## src/rtl/core/lpf_pkg.sv

```systemverilog
// Package for the layer-4 port filter: shared types, codes and protocol constants.
// No dependencies; all files but the two interfaces refer to it by scoped names.
package lpf_pkg;

  // Item codes on the input channel.
  localparam logic OP_FRAME = 1'b0;
  localparam logic OP_RULE  = 1'b1;

  // Reason codes on the result channel.
  localparam logic [2:0] REASON_RUNT      = 3'd0;
  localparam logic [2:0] REASON_TRUNCATED = 3'd1;
  localparam logic [2:0] REASON_NOT_IPV4  = 3'd2;
  localparam logic [2:0] REASON_NOT_L4    = 3'd3;
  localparam logic [2:0] REASON_NO_RULE   = 3'd4;
  localparam logic [2:0] REASON_RULE_PASS = 3'd5;
  localparam logic [2:0] REASON_RULE_DROP = 3'd6;

  localparam logic [7:0]  PROTO_TCP   = 8'd6;
  localparam logic [7:0]  PROTO_UDP   = 8'd17;
  localparam logic [15:0] TYPE_VLAN   = 16'h8100;
  localparam logic [15:0] TYPE_QINQ   = 16'h88A8;
  localparam logic [15:0] TYPE_IPV4   = 16'h0800;
  localparam logic [7:0]  ACTION_DROP = 8'd1;

  localparam logic [4:0] ETH_HDR_LEN  = 5'd14;
  localparam logic [3:0] IP_MIN_WORDS = 4'd5;
  localparam logic [8:0] UDP_HDR_LEN  = 9'd8;
  localparam logic [8:0] TCP_HDR_LEN  = 9'd20;
  localparam logic [4:0] TAG_LEN      = 5'd4;

  // Command queue between parser and matcher.
  localparam int QUEUE_DEPTH = 4;
  localparam int QUEUE_AW    = 2;
  // Entries per group in the first level of the priority tree.
  localparam int GROUP_SIZE  = 16;

  typedef enum logic [2:0] {
    PH_ETH,
    PH_IP,
    PH_L4,
    PH_NOT_IP,
    PH_NOT_L4,
    PH_BAD
  } phase_t;

  // One queued command: either a rule write or a classified frame.
  typedef struct packed {
    logic        is_rule;
    logic        lookup;
    logic [2:0]  reason;
    logic [7:0]  proto;
    logic [15:0] port;
    logic [6:0]  index;
    logic        drop;
    logic        valid;
  } cmd_t;

endpackage

```

## src/rtl/core/lpf_queue.sv

```systemverilog
// Short command queue that decouples the parser from the rule matcher.
// Depends on lpf_pkg for the entry type and depth.
module lpf_queue (
  input  logic          clk,
  input  logic          rst,
  input  logic          push,
  input  lpf_pkg::cmd_t push_cmd,
  input  logic          pop,
  output logic          full,
  output logic          not_empty,
  output lpf_pkg::cmd_t head
);

  lpf_pkg::cmd_t                 slots [lpf_pkg::QUEUE_DEPTH];
  logic [lpf_pkg::QUEUE_AW-1:0]  wr_ptr, rd_ptr;
  logic [lpf_pkg::QUEUE_AW:0]    count;
  logic                          do_pop;

  assign full      = (count == (lpf_pkg::QUEUE_AW + 1)'(lpf_pkg::QUEUE_DEPTH));
  assign not_empty = (count != '0);
  assign head      = slots[rd_ptr];
  assign do_pop    = pop && not_empty;

  always_ff @(posedge clk) begin
    if (rst) begin
      wr_ptr <= '0;
      rd_ptr <= '0;
      count  <= '0;
    end else begin
      if (push) begin
        wr_ptr <= wr_ptr + {{(lpf_pkg::QUEUE_AW - 1){1'b0}}, 1'b1};
      end
      if (do_pop) begin
        rd_ptr <= rd_ptr + {{(lpf_pkg::QUEUE_AW - 1){1'b0}}, 1'b1};
      end
      if (push && !do_pop) begin
        count <= count + {{lpf_pkg::QUEUE_AW{1'b0}}, 1'b1};
      end else if (!push && do_pop) begin
        count <= count - {{lpf_pkg::QUEUE_AW{1'b0}}, 1'b1};
      end
    end
  end

  always_ff @(posedge clk) begin
    if (push) begin
      slots[wr_ptr] <= push_cmd;
    end
  end

endmodule

```

## config.mk

```make
export PLATFORM = sky130hd
export DESIGN_NAME = lpf_queue
export DESIGN_NICKNAME = d
export VERILOG_FILES = /design/src/rtl/core/lpf_pkg.sv /design/src/rtl/core/lpf_queue.sv
export SDC_FILE = /design/constraint.sdc
export NUM_CORES = 1
export LEC_CHECK = 0
export ABC_AREA = 1
export BUFFER_PORTS_ARGS = -buffer_cell sky130_fd_sc_hd__clkbuf_2
export CORE_MARGIN = 1
export CORE_UTILIZATION = 57
export DETAILED_ROUTE_END_ITERATION = 10
export GPL_TIMING_DRIVEN = 0
export PLACE_DENSITY = 0.79
export SLEW_MARGIN = 20
export SYNTH_ARGS = -nofsm -noshare
export SYNTH_HDL_FRONTEND = slang
export SYNTH_SLANG_ARGS = --single-unit
```

## constraint.sdc

```tcl
create_clock -name clk -period 2 [get_ports clk]
set_input_delay 0.1 -clock clk [delete_from_list [all_inputs] [get_ports clk]]
set_output_delay 0.1 -clock clk [all_outputs]
set_load 0.01 [all_outputs]
```

==> results of run 1 <==
==> kinds of logic after synthesis <==
| kind of cell | synth area share [%] |
|---|---|
| flops | 77.8 |
| compound gates | 10.8 |
| simple gates | 6.29 |
| buf+inv | 3.67 |
| fa+ha+maj | 1.35 |
| xor+xnor | 0.144 |
==> final cells by class <==
class / count / area, um2
plain buffers: 24 / 184
clock buffers: 17 / 414
clock inverters: 15 / 205
fillers: 646 / 2540
inverters: 16 / 60.1
multi-input cells: 230 / 1130
flip-flops and latches: 161 / 4750
well taps: 136 / 170
repair buffers: 126 / 911
==> placed cells by master (no fill, tap or decap), types with 6 or more instances in the layout <==
master,synthesis,routed
edfxtp_1,152,152
clkbuf_2,4,89
nor2_1,82,82
o21ai_0,71,71
dlygate4sd3_1,0,41
o22ai_1,38,38
clkbuf_16,0,16
nand2_1,15,15
inv_1,14,10
o21ai_1,8,8
buf_6,6,7
buf_4,5,7
dfxtp_1,9,7
inv_2,2,6
==> routing by layer <==
| layer | vias to the layer above | routed length (um) | global-route usage, % | part of all wire, % |
|---|---|---|---|---|
| met5 | - | 0 | 0 | 0 |
| met4 | 0 | 220 | 10.3 | 1.6 |
| met3 | 18 | 1020 | 7.36 | 7.4 |
| met2 | 199 | 7290 | 45.9 | 53 |
| met1 | 2066 | 5280 | 30.3 | 38 |
| li1 | 1891 | - | - | - |
==> state kept, by name, summed over array words and instances (netlist names), named ones only <==
register and cells:
rd_ptr 2, count 3, slots 152, wr_ptr 2
==> power by group through the flow <==
| stage | Clock [mW] | Combinational [mW] | Sequential [mW] |
|---|---|---|---|
| 5_1_grt | 3.53 | 2.37 | 3.98 |
| 3_3_place_gp | 0 | 1.96 | 4.02 |
| 3_5_place_dp | 0 | 2.06 | 4.03 |
| 4_1_cts | 3.37 | 2.15 | 3.96 |
| 2_1_floorplan | 0 | 1.23 | 4.01 |
| 6_report | 3.36 | 2.17 | 3.96 |
==> path summary, 6_finish.rpt <==
check	startpoint	to	slack, ns	depth (start not counted)
min reg2reg	rd_ptr[1]	flip-flop	0.51	2
max reg2reg	count[0]	count[2]	0.19	12
max	flip-flop	head[9]	0.10	6
min	push_cmd[10]	slots[3][10]	0.34	2
==> critical path: stages (launching register included) <==
cell and delay, ns:
dfxtp_2 0.34, inv_2 0.06, clkbuf_4 0.20, buf_4 0.19
o21ai_0 0.10, o22ai_1 0.19, clkbuf_2 0.18
==> stage by stage <==
step / power [mW] / utilization, % / worst slack, ns / area [um2] / setup TNS, ns
after floorplan: 5.24 / - / 0.271 / 6100 / 0
after global placement: 5.98 / 64.4 / -0.279 / 6680 / -37.14
after detailed placement: 6.09 / 65.3 / 0.209 / 6770 / 0
after CTS: 9.47 / 75.3 / 0.00398 / 7810 / 0
after global routing: 9.88 / 75.5 / 0.0130 / 7830 / 0
final: 9.49 / 75.5 / 0.103 / 7830 / 0
==> what timing repair did <==
item	CTS	global route
hold endpoints to repair	161	0
hold buffers	41	0
resized for setup	6	9
endpoints found under the setup margin	7	15
pin swaps	0	1
==> flow_summary.toml, run 1 <==
[outcome]
status = "finished, final reports clean"

[global_routing]
grt_start_max_net_pins = 30
antenna_found_initial = 0
grt_pass1_vias = 4258
grt_pass1_wl_um = 21100
overflow = 0
grt_usage_pct = 26.1

[drt]
drc = 0
vias = 4174
drt-pass1-iter-count = 5
vias_per_cell = 5.76
drt_iter0_drc = 396
ant_nets = 0
routed_wl_um = 13800
wl_per_cell_um = 19.0

[final_layout]
drive_gt1_share_pct = 25.1
area_delta_synth_final_pct = 28.2
layoutNonFillerInstCount = 725
finalNetCount = 624
diodes = 0

[synth]
synth_edf_count = 152
synth_most_common_cell = "edfxtp_1"
synthFlopType = "edfxtp_1"
synth_async_sr_flop_share_pct = 0
synth_top_cell_by_area = "edfxtp_1"
ys_ff_latch = 161
ys_seq_area_share_pct = 77.8
synth_top_area_share_pct = 74.8
synthCells = 431
synth.distinct_cells = 20
synth.area.top_cells = "edfxtp_1 75%, o21ai_0 5.8%, nor2_1 5.0%"
synth_area_mm2 = 0.00610
synth_warnings = 0
synth_commonest_cells = "152 x edfxtp_1, 82 x nor2_1, 71 x o21ai_0"
synth_fp_nets = 479
avgSynthCellArea_um2 = 14.2

[sta]
finalCriticalPeriod_ns = 1.90
hold_viol_final = 0
worstMarginPinSlew_ns = 0.642
rsz0062_at_grt = "no"
relSlewSlack_pct = 57.1
finalSetupViolCount = 0
holdWs_ns = 0.335
clock_skew_ns = 0.0136
slew_violations = 0
post-route-period-util_pct = 94.8
timing.fmax_mhz = 527

[pwr]
seq_power_share_pct = 41.7
internal-power_mw = 6.74
switching_power_mw = 2.75
p_leak_nw = 2.92
powerDensity_mw_per_mm2 = 1210
switching_share_pct = 29.0
peakVddDrop_v = 0.000818
power_frac_comb_pct = 22.8
clock_power_share_pct = 35.4

[critical_path]
start_kind = "flip-flop"
crit_required_ns = 1.90
cp-end-kind = "output pin"
critPathMaxFanout = 10
path_class = "flip-flop to output pin"
critPathArrivalTime_ns = 1.80

[die]
fp.dieArea_mm2 = 0.0111
ios = 82
die_h_um = 105
fp.dieW_um = 105
rows = 37
core_mm2 = 0.0104
initial_utilization_pct = 58.8

[cts]
cts_htree_levels = 4
cts_made_buffers = 17
clockBufferDepth = 2
cts-root-buf = "clkbuf_8"
insertion_delay_ns = 0.53
path_clk_slew_ns = 0.07
tritoncts = "yes"
cts_setup_buffers = 0
numClockSinks = 161

[worst_hold_path]
hp-class = "primary input to flip-flop"

[place]
post-place-cells = 652
hpwl_um = 7850
io_buffers = 81
place_congestion = 0.712

[flow_run]
maxCapViolCount = 0
Power figures use the tool's default switching activity.
==> inputs of run 2 (changes only) <==
--- a/config.mk
+++ b/config.mk
@@ -7,11 +7,11 @@
 export LEC_CHECK = 0
 export ABC_AREA = 1
 export BUFFER_PORTS_ARGS = -buffer_cell sky130_fd_sc_hd__clkbuf_2
-export CORE_MARGIN = 1
-export CORE_UTILIZATION = 57
+export CORE_MARGIN = 1.5
+export CORE_UTILIZATION = 55
 export DETAILED_ROUTE_END_ITERATION = 10
 export GPL_TIMING_DRIVEN = 0
-export PLACE_DENSITY = 0.79
+export PLACE_DENSITY = 0.77
 export SLEW_MARGIN = 20
 export SYNTH_ARGS = -nofsm -noshare
 export SYNTH_HDL_FRONTEND = slang
==> run 2 against run 1 <==
  * Via count fell by 1.9%
  * Total power fell by 2.5%
  * First-iteration DRC count rose by 3.5%
  * Worst setup slack got worse by 0.026 ns
  * Clock-buffer cell count rose by 1
  * Highest routed layer unchanged
  * Cell count rose by 0.69%
  * Utilization fell by 3.5 points
  * Sequential share of layout area rose by 0.19 points
==> flow_summary.toml, run 2 (same netlist as run 1, synthesis figures left out) <==
[die]
core_mm2 = 0.0108
ios = 82
fp.dieArea_mm2 = 0.0117
fp.dieW_um = 108
rows = 38
initial_utilization_pct = 56.3
die_h_um = 108

[drt]
wl_per_cell_um = 18.2
ant_nets = 0
drc = 0
drt-pass1-iter-count = 4
routed_wl_um = 13300
vias = 4095
drt_iter0_drc = 410
vias_per_cell = 5.61

[place]
hpwl_um = 7700
io_buffers = 81
place_ws_ns = 0.228
place_congestion = 0.724
place_area_mm2 = 0.00678
post-place-cells = 656

[critical_path]
reg2reg_to = "count[2]"
cp.buffers_inverters = 4
ff2ff_setup_slack_ns = 0.19
reg2reg_from = "count[0]"
critical-path-top-delay-family = "buffers and inverters"
path_class = "flip-flop to output pin"
cp_slowest_cell = "dfxtp_1"
max_stage_delay_ns = 0.33
crit_required_ns = 1.90
start_kind = "flip-flop"
cp-end-kind = "output pin"
reg2reg_depth = 12
critPathMaxFanout = 10
critPathArrivalTime_ns = 1.82
crit_chain = "inv_2, clkbuf_4, buf_4, o21ai_0, o22ai_2, clkbuf_2"

[final_layout]
largest_register = "slots"
top_regs = "slots x152, count x3"
multi_input_area_mm2 = 0.00114
layout_common_cells = "152 x edfxtp_1, 89 x clkbuf_2, 82 x nor2_1"
layoutNonFillerInstCount = 730
nFillCells = 702
layout_commonest_cell = "edfxtp_1"
finalNetCount = 625
diodes = 0
finalInstanceArea_mm2 = 0.00780
area_delta_synth_final_pct = 27.8
ff_latch_area_mm2 = 0.00474
largest_reg_flops = 152
drive_gt1_share_pct = 24.9
utilization_pct = 71.9

[pwr]
peakVddDrop_v = 0.000711
powerDensity_mw_per_mm2 = 1190
power.total_mw = 9.26
p_leak_nw = 2.89

[outcome]
status = "finished, final reports clean"

[global_routing]
grt_pass1_vias = 4177
overflow = 0
grt_pass1_wl_um = 20300
top_usage_layer = "met2"
antenna_found_initial = 0
grt_start_max_net_pins = 28
grt_usage_pct = 24.1
use_met1_pct = 30.5
grt_util_met3_pct = 8.26
use_met2_pct = 38.2

[sta]
finalCriticalPeriod_ns = 1.92
post-route-period-util_pct = 96.1
hold_viol_final = 0
clock_skew_ns = 0.00760
relSlewSlack_pct = 56.8
worstMarginPinSlew_ns = 0.647
slew_violations = 0
finalSetupViolCount = 0
setup_ws_ns = 0.0777
timing.fmax_mhz = 520

[cts]
tritoncts = "yes"
numClockSinks = 161
clockBufferDepth = 2
cts_made_buffers = 17
cts-root-buf = "clkbuf_8"
insertion_delay_ns = 0.54
cts_htree_levels = 4
path_clk_slew_ns = 0.07

[flow_run]
maxCapViolCount = 0

[worst_hold_path]
hold_start = "push_cmd[1]"
hp-class = "primary input to flip-flop"
whs_path_depth = 2
whs_endpoint = "slots[2][1]"
-- run 2: where the power goes --
group	internal (mW)	switching (mW)	leakage, nW
clock network	1.79	1.33	0.265
logic	0.824	1.35	1.16
registers	3.88	0.0768	1.47
-- run 2: cell type report --
cell class                      count  share of cell area (%)
Inverter                           16                   0.770
Timing Repair Buffer              127                    11.8
Clock buffer                       18                    5.36
Tap cell                          140                    2.25
Multi-Input combinational cell    230                    14.6
Buffer                             24                    2.34
Clock inverter                     14                    1.99
Sequential cell                   161                    60.9
-- run 2: how the worst max path moves through the flow --
| stage | start | end | slack, ns | cells past startpoint |
|---|---|---|---|---|
| floorplan | wr_ptr[0] | slots[2][0] | 0.27 | 4 |
| global placement | wr_ptr[0] | slots[0][20] | -0.31 | 4 |
| detailed placement | count[0] | count[1] | 0.23 | 8 |
| CTS | flip-flop | head[25] | 0.006 | 4 |
| global route | flip-flop | head[15] | -0.04 | 5 |
| finish | flip-flop | head[15] | 0.08 | 6 |
-- run 2: timing repair --
| item | CTS | global route |
|---|---|---|
| buffers inserted | 0 | 0 |
| endpoints found under the setup margin | 8 | 19 |
| hold buffers | 42 | 0 |
| gates resized for setup | 5 | 9 |
| endpoints found under the hold margin | 161 | 0 |
-- run 2: through the flow --
step / setup TNS, ns / hold WS [ns]
floorplan: 0 / 0.169
global placement: -39.14 / 0.314
detailed placement: 0 / 0.321
CTS: 0 / 0.291
global route: -0.0436 / 0.305
finish: 0 / 0.312
-- run 2: metal layers --
metal	wire, um	part of all wire [%]	up-vias
met5	0	0	-
met4	210	1.6	0
met3	1010	7.6	19
met2	6580	49	182
met1	5490	41	2007
li1	-	-	1887
